--- config.mk ---
export PLATFORM = sky130hd
export DESIGN_NAME = bitcrush_noise_dry_wet_mixer_top
export DESIGN_NICKNAME = d
export VERILOG_FILES = /design/src/hdl/bncm_pkg.sv /design/src/hdl/bncm_pipe_ctrl.sv /design/src/hdl/bncm_crush.sv /design/src/hdl/bncm_mix.sv /design/src/hdl/bitcrush_noise_dry_wet_mixer_top.sv
export SDC_FILE = /design/constraint.sdc
export NUM_CORES = 2
export LEC_CHECK = 0
export BUFFER_PORTS_ARGS = -buffer_cell sky130_fd_sc_hd__buf_2
export CAP_MARGIN = 0
export CORE_UTILIZATION = 35
export DETAILED_ROUTE_END_ITERATION = 16
export HOLD_SLACK_MARGIN = 0.15
export PLACE_DENSITY = 0.49
export SYNTH_ARGS = -nofsm -noshare
export SYNTH_HDL_FRONTEND = slang
export SYNTH_HIERARCHICAL = 1
export SYNTH_SLANG_ARGS = --single-unit
--- constraint.sdc ---
create_clock -name clk -period 11 [get_ports clk]
set_input_delay 0.55 -clock clk [delete_from_list [all_inputs] [get_ports clk]]
set_output_delay 0.55 -clock clk [all_outputs]
set_load 0.01 [all_outputs]
--- src/hdl/bncm_pkg.sv ---
`timescale 1ns / 1ps
`default_nettype none
// ----------------------------------------------------------------------------
// bncm_pkg
// Shared widths, register indexes, reset values and pipeline control types
// for the bitcrusher with dry/wet mix.
// ----------------------------------------------------------------------------
package bncm_pkg;

	localparam int SAMPLE_W   = 16;
	localparam int DRAW_W     = 7;
	localparam int PCT_W      = 7;
	localparam int MIXREG_W   = 9;
	localparam int CFG_IDX_W  = 2;
	localparam int CFG_DATA_W = 9;
	localparam int IN_TDATA_W = 56;
	localparam int OUT_TDATA_W = 16;

	localparam int MIX_FRAC_BITS_DEF = 8;

	localparam logic [PCT_W-1:0]    GLITCH_DENSITY_RST = 7'd0;
	localparam logic [PCT_W-1:0]    NOISE_AMOUNT_RST   = 7'd0;
	localparam logic [MIXREG_W-1:0] MIX_AMOUNT_RST     = 9'd128;

	// floor(a / 100) == (a * DIV100_MUL) >> DIV100_SHIFT for every a below 2^22
	localparam logic [22:0] DIV100_MUL   = 23'd5368710;
	localparam int          DIV100_SHIFT = 29;

	// floor(n / 10) == (n * DIV10_MUL) >> DIV10_SHIFT for every 7-bit n
	localparam logic [7:0] DIV10_MUL   = 8'd205;
	localparam int         DIV10_SHIFT = 11;

	localparam int NUM_STAGES = 6;

	typedef enum logic [CFG_IDX_W-1:0] {
		REG_GLITCH_DENSITY = 2'd0,
		REG_NOISE_AMOUNT   = 2'd1,
		REG_MIX_AMOUNT     = 2'd2
	} cfg_reg_t;

	typedef struct packed {
		logic [NUM_STAGES-1:0] en;
		logic [NUM_STAGES-1:0] vld;
	} pipe_ctl_t;

endpackage : bncm_pkg
`default_nettype wire

--- src/hdl/bncm_pipe_ctrl.sv ---
`timescale 1ns / 1ps
`default_nettype none
// ----------------------------------------------------------------------------
// bncm_pipe_ctrl
// Valid bits and per-stage load enables; a stage loads when it is empty
// or its content moves on, so bubbles close up behind a stalled output.
// ----------------------------------------------------------------------------
module bncm_pipe_ctrl
	import bncm_pkg::*;
(
	input  wire logic      clk,
	input  wire logic      arst_n,
	input  wire logic      in_valid,
	input  wire logic      out_ready,
	output pipe_ctl_t      ctl
);

	logic [NUM_STAGES-1:0] vld_q;
	logic [NUM_STAGES-1:0] en;

	always_comb begin
		en[NUM_STAGES-1] = !vld_q[NUM_STAGES-1] || out_ready;
		for (int k = NUM_STAGES - 2; k >= 0; k--) begin
			en[k] = !vld_q[k] || en[k+1];
		end
	end

	always_ff @(posedge clk or negedge arst_n) begin
		if (!arst_n) begin
			vld_q <= '0;
		end else begin
			if (en[0]) begin
				vld_q[0] <= in_valid;
			end
			for (int k = 1; k < NUM_STAGES; k++) begin
				if (en[k]) begin
					vld_q[k] <= vld_q[k-1];
				end
			end
		end
	end

	assign ctl.en  = en;
	assign ctl.vld = vld_q;

endmodule : bncm_pipe_ctrl
`default_nettype wire

--- src/hdl/bncm_crush.sv ---
`timescale 1ns / 1ps
`default_nettype none
// ----------------------------------------------------------------------------
// bncm_crush
// Stages 1 to 3: bit-depth reduction toward zero, scaled noise with an
// exact divide by 100, clamp, and selection of the wet sample.
// ----------------------------------------------------------------------------
module bncm_crush
	import bncm_pkg::*;
(
	input  wire logic                       clk,
	input  wire logic [2:0]                 en,
	input  wire logic [PCT_W-1:0]           glitch_density,
	input  wire logic [PCT_W-1:0]           noise_amount,
	input  wire logic signed [SAMPLE_W-1:0] clean_sample,
	input  wire logic signed [SAMPLE_W-1:0] dirty_sample,
	input  wire logic [DRAW_W-1:0]          glitch_draw,
	input  wire logic signed [SAMPLE_W-1:0] noise_draw,
	output logic signed [SAMPLE_W-1:0]      clean_s3,
	output logic signed [SAMPLE_W:0]        dirty_s3
);

	// stage 1
	logic [14:0]             na_x205;
	logic [3:0]              na_div10;
	logic [3:0]              shamt;
	logic [SAMPLE_W:0]       lsb_mask;
	logic signed [SAMPLE_W:0] dirty_x;
	logic signed [SAMPLE_W:0] biased;
	logic signed [23:0]      prod;

	logic signed [SAMPLE_W-1:0] clean_s1;
	logic signed [SAMPLE_W-1:0] dirty_s1;
	logic signed [SAMPLE_W:0]   crushed_s1;
	logic signed [23:0]         prod_s1;
	logic                       crush_s1;

	always_comb begin
		na_x205  = 15'(noise_amount) * 15'(DIV10_MUL);
		na_div10 = 4'(na_x205 >> DIV10_SHIFT);
		// depth floors at 3 bits, which is a 13-bit step
		shamt    = (na_div10 >= 4'd6) ? 4'd13 : 4'd7 + na_div10;
		lsb_mask = (17'd1 << shamt) - 17'd1;
		dirty_x  = 17'(dirty_sample);
		biased   = dirty_x + (dirty_x < 0 ? $signed(lsb_mask) : 17'sd0);
		prod     = 24'(noise_draw) * 24'($signed({1'b0, noise_amount}));
	end

	always_ff @(posedge clk) begin
		if (en[0]) begin
			clean_s1   <= clean_sample;
			dirty_s1   <= dirty_sample;
			crushed_s1 <= $signed(biased & ~lsb_mask);
			prod_s1    <= prod;
			crush_s1   <= glitch_draw < glitch_density;
		end
	end

	// stage 2: magnitude times reciprocal of 100
	logic [21:0] mag;
	logic [44:0] rprod;

	logic signed [SAMPLE_W-1:0] clean_s2;
	logic signed [SAMPLE_W-1:0] dirty_s2;
	logic signed [SAMPLE_W:0]   crushed_s2;
	logic [15:0]                quot_s2;
	logic                       neg_s2;
	logic                       crush_s2;

	always_comb begin
		mag   = prod_s1[23] ? 22'(-prod_s1) : 22'(prod_s1);
		rprod = 45'(mag) * 45'(DIV100_MUL);
	end

	always_ff @(posedge clk) begin
		if (en[1]) begin
			clean_s2   <= clean_s1;
			dirty_s2   <= dirty_s1;
			crushed_s2 <= crushed_s1;
			quot_s2    <= rprod[DIV100_SHIFT +: 16];
			neg_s2     <= prod_s1[23];
			crush_s2   <= crush_s1;
		end
	end

	// stage 3: restore sign, add, clamp to full scale, select
	logic signed [SAMPLE_W:0]   qx;
	logic signed [SAMPLE_W:0]   noise;
	logic signed [SAMPLE_W+1:0] sum;
	logic signed [SAMPLE_W:0]   clamped;

	always_comb begin
		qx    = $signed({1'b0, quot_s2});
		noise = neg_s2 ? -qx : qx;
		sum   = 18'(crushed_s2) + 18'(noise);
		if (sum > 18'sd32768) begin
			clamped = 17'sd32768;
		end else if (sum < -18'sd32768) begin
			clamped = -17'sd32768;
		end else begin
			clamped = 17'(sum);
		end
	end

	always_ff @(posedge clk) begin
		if (en[2]) begin
			clean_s3 <= clean_s2;
			dirty_s3 <= crush_s2 ? clamped : 17'(dirty_s2);
		end
	end

endmodule : bncm_crush
`default_nettype wire

--- src/hdl/bncm_mix.sv ---
`timescale 1ns / 1ps
`default_nettype none
// ----------------------------------------------------------------------------
// bncm_mix
// Stages 4 to 6: weighted dry/wet products, divide by the mix scale toward
// zero with clamp, then output scaling by 32767/32768.
// ----------------------------------------------------------------------------
module bncm_mix
	import bncm_pkg::*;
#(
	parameter int MIX_FRACTION_BITS = MIX_FRAC_BITS_DEF
) (
	input  wire logic                       clk,
	input  wire logic [2:0]                 en,
	input  wire logic [MIXREG_W-1:0]        mix_amount,
	input  wire logic signed [SAMPLE_W-1:0] clean_s3,
	input  wire logic signed [SAMPLE_W:0]   dirty_s3,
	output logic signed [SAMPLE_W-1:0]      mixed_s6
);

	localparam int MW = (MIX_FRACTION_BITS + 1 > MIXREG_W) ? MIX_FRACTION_BITS + 1 : MIXREG_W;
	localparam int PW = MW + 18;
	localparam int SW = PW + 1;
	localparam logic [MW-1:0]        SCALE  = MW'(1 << MIX_FRACTION_BITS);
	localparam logic signed [SW-1:0] BIAS   = SW'((1 << MIX_FRACTION_BITS) - 1);
	localparam logic signed [SW-1:0] POS_FS = SW'(32768);
	localparam logic signed [SW-1:0] NEG_FS = -SW'(32768);

	// stage 4: saturate weight, form both products
	logic [MW-1:0] m_sat;
	logic [MW-1:0] w_clean;

	logic signed [PW-1:0] pc_s4;
	logic signed [PW-1:0] pd_s4;

	always_comb begin
		m_sat   = (MW'(mix_amount) > SCALE) ? SCALE : MW'(mix_amount);
		w_clean = SCALE - m_sat;
	end

	always_ff @(posedge clk) begin
		if (en[0]) begin
			pc_s4 <= PW'(clean_s3) * PW'($signed({1'b0, w_clean}));
			pd_s4 <= PW'(dirty_s3) * PW'($signed({1'b0, m_sat}));
		end
	end

	// stage 5: sum, truncate toward zero, clamp
	logic signed [SW-1:0]     sum;
	logic signed [SW-1:0]     quot;
	logic signed [SAMPLE_W:0] mix_c;

	logic signed [SAMPLE_W:0] mix_s5;

	always_comb begin
		sum  = SW'(pc_s4) + SW'(pd_s4);
		quot = (sum + (sum < 0 ? BIAS : SW'(0))) >>> MIX_FRACTION_BITS;
		if (quot > POS_FS) begin
			mix_c = 17'sd32768;
		end else if (quot < NEG_FS) begin
			mix_c = -17'sd32768;
		end else begin
			mix_c = 17'(quot);
		end
	end

	always_ff @(posedge clk) begin
		if (en[1]) begin
			mix_s5 <= mix_c;
		end
	end

	// stage 6: times 32767 as shift and subtract, truncate toward zero
	logic signed [32:0] scaled;
	logic signed [32:0] scaled_b;

	always_comb begin
		scaled   = (33'(mix_s5) <<< 15) - 33'(mix_s5);
		scaled_b = scaled + (scaled < 0 ? 33'sd32767 : 33'sd0);
	end

	always_ff @(posedge clk) begin
		if (en[2]) begin
			mixed_s6 <= 16'(scaled_b >>> 15);
		end
	end

endmodule : bncm_mix
`default_nettype wire

--- src/hdl/bitcrush_noise_dry_wet_mixer_top.sv ---
`timescale 1ns / 1ps
`default_nettype none
// ----------------------------------------------------------------------------
// bitcrush_noise_dry_wet_mixer_top
// Per-sample bitcrusher with scaled noise and dry/wet blend.
// ----------------------------------------------------------------------------
// Usage:
//   Input stream (s_*): one transfer carries a clean and a dirty sample plus
//   a glitch draw and a noise draw. Output stream (m_*): one transfer per
//   input carries the blended sample, in input order.
//   Configuration (cfg_*): write glitch density, noise amount and mix amount
//   by index while the stream is idle; writes take effect on the next edge.
//   Pipeline: six register stages (crush/product, reciprocal divide by 100,
//   noise clamp and select, mix products, mix divide and clamp, output
//   scaling). The first stage loads on the input transfer edge, and m_tvalid
//   rises once that sample reaches the last stage.
//   Throughput: one sample per cycle while m_tready is high; the six-stage
//   pipeline with a load enable per stage sets that figure.
//   Reset: clears all valid bits and loads the register reset values
//   (density 0, noise 0, mix 128).
//   Stall: when m_tready is low the last stage holds its result; earlier
//   stages keep advancing into empty slots and s_tready drops only once
//   every stage holds a sample.
// ----------------------------------------------------------------------------
module bitcrush_noise_dry_wet_mixer_top
	import bncm_pkg::*;
#(
	parameter int MIX_FRACTION_BITS = MIX_FRAC_BITS_DEF
) (
	input  wire logic                   clk,
	input  wire logic                   arst_n,
	// input stream
	input  wire logic                   s_tvalid,
	output logic                        s_tready,
	// [15:0] clean_sample, [31:16] dirty_sample, [38:32] glitch_draw,
	// [54:39] noise_draw, [55] zero fill
	input  wire logic [IN_TDATA_W-1:0]  s_tdata,
	// output stream
	output logic                        m_tvalid,
	input  wire logic                   m_tready,
	// [15:0] mixed_sample
	output logic [OUT_TDATA_W-1:0]      m_tdata,
	// configuration write port
	input  wire logic                   cfg_we,
	input  wire logic [CFG_IDX_W-1:0]   cfg_addr,
	input  wire logic [CFG_DATA_W-1:0]  cfg_wdata
);

	// configuration registers
	logic [PCT_W-1:0]    glitch_density_q;
	logic [PCT_W-1:0]    noise_amount_q;
	logic [MIXREG_W-1:0] mix_amount_q;

	always_ff @(posedge clk or negedge arst_n) begin
		if (!arst_n) begin
			glitch_density_q <= GLITCH_DENSITY_RST;
			noise_amount_q   <= NOISE_AMOUNT_RST;
			mix_amount_q     <= MIX_AMOUNT_RST;
		end else if (cfg_we) begin
			case (cfg_addr)
				REG_GLITCH_DENSITY: glitch_density_q <= cfg_wdata[PCT_W-1:0];
				REG_NOISE_AMOUNT:   noise_amount_q   <= cfg_wdata[PCT_W-1:0];
				REG_MIX_AMOUNT:     mix_amount_q     <= cfg_wdata[MIXREG_W-1:0];
				default: begin
					// unknown index: drop the write
				end
			endcase
		end
	end

	// pipeline control: valid bits and stage load enables
	pipe_ctl_t ctl;

	bncm_pipe_ctrl u_ctrl (
		.clk       (clk),
		.arst_n    (arst_n),
		.in_valid  (s_tvalid),
		.out_ready (m_tready),
		.ctl       (ctl)
	);

	assign s_tready = ctl.en[0];
	assign m_tvalid = ctl.vld[NUM_STAGES-1];

	// unpack the input transfer
	logic signed [SAMPLE_W-1:0] clean_in;
	logic signed [SAMPLE_W-1:0] dirty_in;
	logic [DRAW_W-1:0]          gdraw_in;
	logic signed [SAMPLE_W-1:0] ndraw_in;

	assign clean_in = $signed(s_tdata[15:0]);
	assign dirty_in = $signed(s_tdata[31:16]);
	assign gdraw_in = s_tdata[38:32];
	assign ndraw_in = $signed(s_tdata[54:39]);

	// stages 1-3: crush, noise, select wet sample
	logic signed [SAMPLE_W-1:0] clean_s3;
	logic signed [SAMPLE_W:0]   dirty_s3;

	bncm_crush u_crush (
		.clk            (clk),
		.en             (ctl.en[2:0]),
		.glitch_density (glitch_density_q),
		.noise_amount   (noise_amount_q),
		.clean_sample   (clean_in),
		.dirty_sample   (dirty_in),
		.glitch_draw    (gdraw_in),
		.noise_draw     (ndraw_in),
		.clean_s3       (clean_s3),
		.dirty_s3       (dirty_s3)
	);

	// stages 4-6: blend and output scaling
	logic signed [SAMPLE_W-1:0] mixed_s6;

	bncm_mix #(
		.MIX_FRACTION_BITS (MIX_FRACTION_BITS)
	) u_mix (
		.clk        (clk),
		.en         (ctl.en[5:3]),
		.mix_amount (mix_amount_q),
		.clean_s3   (clean_s3),
		.dirty_s3   (dirty_s3),
		.mixed_s6   (mixed_s6)
	);

	assign m_tdata = mixed_s6;

`ifndef ASSERT_OFF
	// output scaling can never reach negative full scale
	a_no_neg_fs: assert property (@(posedge clk) disable iff (!arst_n)
		m_tvalid |-> m_tdata != 16'h8000)
		else $error("mixed sample reached -32768");

	// an empty output slot lets the whole chain accept
	a_ready_when_empty: assert property (@(posedge clk) disable iff (!arst_n)
		!m_tvalid |-> s_tready)
		else $error("input stalled with an empty output stage");

	// a full pipeline behind a stalled output must block the input
	a_full_blocks: assert property (@(posedge clk) disable iff (!arst_n)
		(&ctl.vld && !m_tready) |-> !s_tready)
		else $error("input accepted into a full, stalled pipeline");

	// a stalled result stays put for the next cycle
	a_stall_holds: assert property (@(posedge clk) disable iff (!arst_n)
		(m_tvalid && !m_tready) |=> (m_tvalid && $stable(mixed_s6)))
		else $error("stalled result changed");
`endif

endmodule : bitcrush_noise_dry_wet_mixer_top
`default_nettype wire
==> metrics.md <==
| Metric | Value |
|---|---|
| Status | `finished, violations left` |
| Failing checks | `DRC` |
| Final Cycle Share | `78.9%` |
| DR iter-0 viols | `1096` |
| Max-cap viol count | `0` |
| Initial core utilization | `35.4%` |
| Clock root cell | `clkbuf_16` |
| Final net count | `5267` |
| Final max-slew violation count | `0` |
| Post-synth top area share | `25.9%` |
| Worst Path Arrival | `9040 ps` |
| Area Overhead vs Synth | `9.36%` |
| Top_reg_cell synth | `edfxtp_1` |
| Dpl ws | `2360 ps` |
| Setup Viol. Count Final | `0` |
| Cts bufs inserted | `39` |
| Register area | `8500 µm²` |
| Pre-antenna DRT Iters | `11` |
| GPL Wtd Cong | `0.822` |
| Crit path top cell by count | `ha_1` |
| Area of the multi-input gates | `28900 µm²` |
| Die Wd | `343 µm` |
| Hold buffers post-CTS | `18` |
| Crit end category | `flip-flop` |
| Syn Area/Cell | `10.1 µm²` |
| Routed len/inst | `16.1 µm` |
| Sink Count | `288` |
| First-pass GRT wire length | `152000 µm` |
| Crit path launch type | `flip-flop` |
| Vias in the first global route | `28800` |
| FMAX | `0.115 GHz` |
| Crit-path max FO | `21` |
| Post-Syn Area | `40600 µm²` |
| Setup Buffers After CTS | `0` |
| Max Clock Skew | `30.4 ps` |
| CP startpoint | `noise_amount_q[4]` |
| Reg2reg end | `u_crush/crushed_s1[16]` |
| DP Area | `42900 µm²` |
| Crit-path slowest cell | `dfrtp_1` |
| Ports | `90` |
| RSZ-0062 raised after global routing | `no` |
| Fraction of layout cells with a size suffix above 1 | `7.18%` |
| Synth warn | `6` |
| Reg2Reg Launch Point | `noise_amount_q[4]` |
| FF+latch count, synth | `288` |
| IO Port Bufs | `88` |
| Sequential share of the synthesized area | `20.9%` |
| Drt via density | `4.82` |
| Worst-Margin Slew | `1260 ps` |
| Largest area contributor in the netlist | `fa_1` |
| Gr ovfl total | `0` |
| Top cells by area, synth | `fa_1 26%, edfxtp_1 19%, ha_1 17%` |
| Setup WS post-layout | `2320 ps` |
| Fin area | `44400 µm²` |
| Slack of the worst reg-to-reg path | `2320 ps` |
| Tmin final | `8680 ps` |
| Cells on worst reg2reg path | `28` |
| Clock transition at the registers of the reported paths | `50 ps` |
| Hold WC Path Type | `primary input to flip-flop` |
| WS Path Type | `flip-flop to flip-flop` |
| Capture point of the worst path | `u_crush/crushed_s1[16]` |
| Worst rel slew slack | `15.3%` |
| Endpoints failing hold | `0` |
| Syn_nets | `5158` |
| Core Box Area | `115000 µm²` |
| Synth cell types | `110` |
| Post-route DRC | `10` |
| Fill count | `11400` |
| Drt total wl | `91400 µm` |
| Global Route Usage Sum | `16.1%` |
| Clock Tree Buf Depth | `3` |
| Setup TNS | `0 ps` |
| Die Span Y | `343 µm` |
| Dpl hpwl | `76100 µm` |
| CTS tree | `built` |
| Via count | `27300` |
| Clk_lat worst skew | `590 ps` |
| Post-synth EDFFs | `259` |
| Crit-path max cell delay | `800 ps` |
| Post-cts resize count | `0` |
| Initial antenna violation count | `1` |
| Post-Syn Instances | `4015` |
| Area of the die | `117000 µm²` |
| Worst Path Required | `11360 ps` |
| Antenna-violating nets left | `0` |
| Largest net degree at the start of global routing | `68` |
| Cell Rows | `124` |
| Async SR Flop Fraction | `10.1%` |
| H-tree depth | `2` |
==> cell usage in the layout, fill, tap and decap left out, drive strengths merged, types with 20 or more instances in the layout <==
master  count
a21o       62
a21oi     136
a31oi      20
and2      243
and3       28
buf       125
clkbuf     45
dfrtp      28
edfxtp    259
fa        526
ha        545
inv       785
mux2       24
nand2     286
nand2b     27
nand3      45
nand4      23
nor2      131
nor2b      39
nor3       65
nor4       21
o211ai     22
o21a       25
o21ai      90
o22ai      23
o31ai      20
or2        24
xnor2     172
xor2       59
==> cell families (layout without fill, tap and decap cells) <==
| kind of cell | count (synthesis) | count (layout) | share of synthesized area, % |
|---|---|---|---|
| fa+ha+maj | 1071 | 1071 | 42.7 |
| simple gates | 1000 | 1000 | 12.9 |
| buf+inv | 855 | 993 | 7.99 |
| compound gates | 535 | 535 | 9.37 |
| flops | 288 | 288 | 20.9 |
| xor+xnor | 232 | 232 | 5.12 |
| mux | 32 | 32 | 0.893 |
| other cells | 2 | 4 | 0.0185 |
==> metrics by stage <==
| stage | util, % | std cells | hold WS [ps] |
|---|---|---|---|
| finish | 38.7 | 5667 | 202 |
| global route | 38.7 | 5665 | 172 |
| CTS | 38.7 | 5665 | 156 |
| detailed placement | 37.4 | 5577 | 405 |
| global placement | 37.4 | 5577 | 401 |
| floorplan | - | 4015 | 254 |
==> area by class of cell <==
type | instances | share of cell area (%)
Antenna cell | 2 | 0.0113
Clock buffer | 45 | 2.27
Clock inverter | 25 | 0.637
Inverter | 780 | 6.59
Multi-Input combinational cell | 2872 | 65.1
Sequential cell | 288 | 19.1
Tap cell | 1512 | 4.26
Timing Repair Buffer | 143 | 2.02
==> flip-flops by register name, indices dropped and copies added (netlist names), 17 cells and up <==
register            count
u_crush/crushed_s1     17
u_mix/pc_s4            26
u_crush/crushed_s2     17
u_crush/dirty_s3       17
u_mix/mix_s5           17
u_crush/prod_s1        23
u_mix/pd_s4            27
==> cells in the mapped netlist (all sizes together), types with 7 or more instances <==
| cell | instances |
|---|---|
| o22ai | 23 |
| inv | 779 |
| nand4 | 23 |
| clkbuf | 51 |
| nand2 | 286 |
| a21oi | 136 |
| o41ai | 11 |
| a21o | 62 |
| mux2i | 8 |
| or3 | 18 |
| nand2b | 27 |
| fa | 526 |
| o31ai | 20 |
| a211oi | 16 |
| o211a | 8 |
| nor3 | 65 |
| nand3 | 45 |
| nor2 | 131 |
| xnor2 | 172 |
| o211ai | 22 |
| a31oi | 20 |
| and2 | 243 |
| and3 | 28 |
| mux2 | 24 |
| or4 | 13 |
| a2111oi | 9 |
| or2 | 24 |
| dfrtp | 28 |
| nor4 | 21 |
| and4 | 12 |
| o21a | 25 |
| buf | 24 |
| a31o | 11 |
| edfxtp | 259 |
| ha | 545 |
| o21ai | 90 |
| o2111ai | 7 |
| o21bai | 14 |
| xor2 | 59 |
| nor2b | 39 |
==> worst min path at each step <==
| stage | cells after the start | start | endpoint |
|---|---|---|---|
| after floorplan | 0 | arst_n | glitch_density_q[0] |
| after global placement | 0 | u_crush/crush_s1 | u_crush/crush_s2 |
| after detailed placement | 0 | u_crush/crushed_s1[3] | u_crush/crushed_s2[3] |
| after CTS | 1 | s_tdata[20] | u_crush/dirty_s1[4] |
| after global routing | 1 | s_tdata[19] | u_crush/dirty_s1[3] |
| final | 1 | s_tdata[19] | u_crush/dirty_s1[3] |
==> layer usage <==
metal / track usage [%] / up-vias / share of wire (%)
li1: - / 13500 / -
met1: 21.1 / 13400 / 47
met2: 28.3 / 307 / 49
met3: 1.94 / 83 / 2.7
met4: 3.59 / 0 / 1.8
met5: 0 / - / 0
==> critical path: cells and delay by family, from the launching register on <==
| kind | cells | cell delay [ps] |
|---|---|---|
| simple gates | 4 | 610 |
| fa+ha+maj | 8 | 3050 |
| flops | 1 | 800 |
| compound gates | 10 | 2900 |
| xor+xnor | 3 | 830 |
| buf+inv | 3 | 270 |
Power is not shown: default switching activity piles up to over one toggle a cycle in this logic, so the estimate is an artifact.
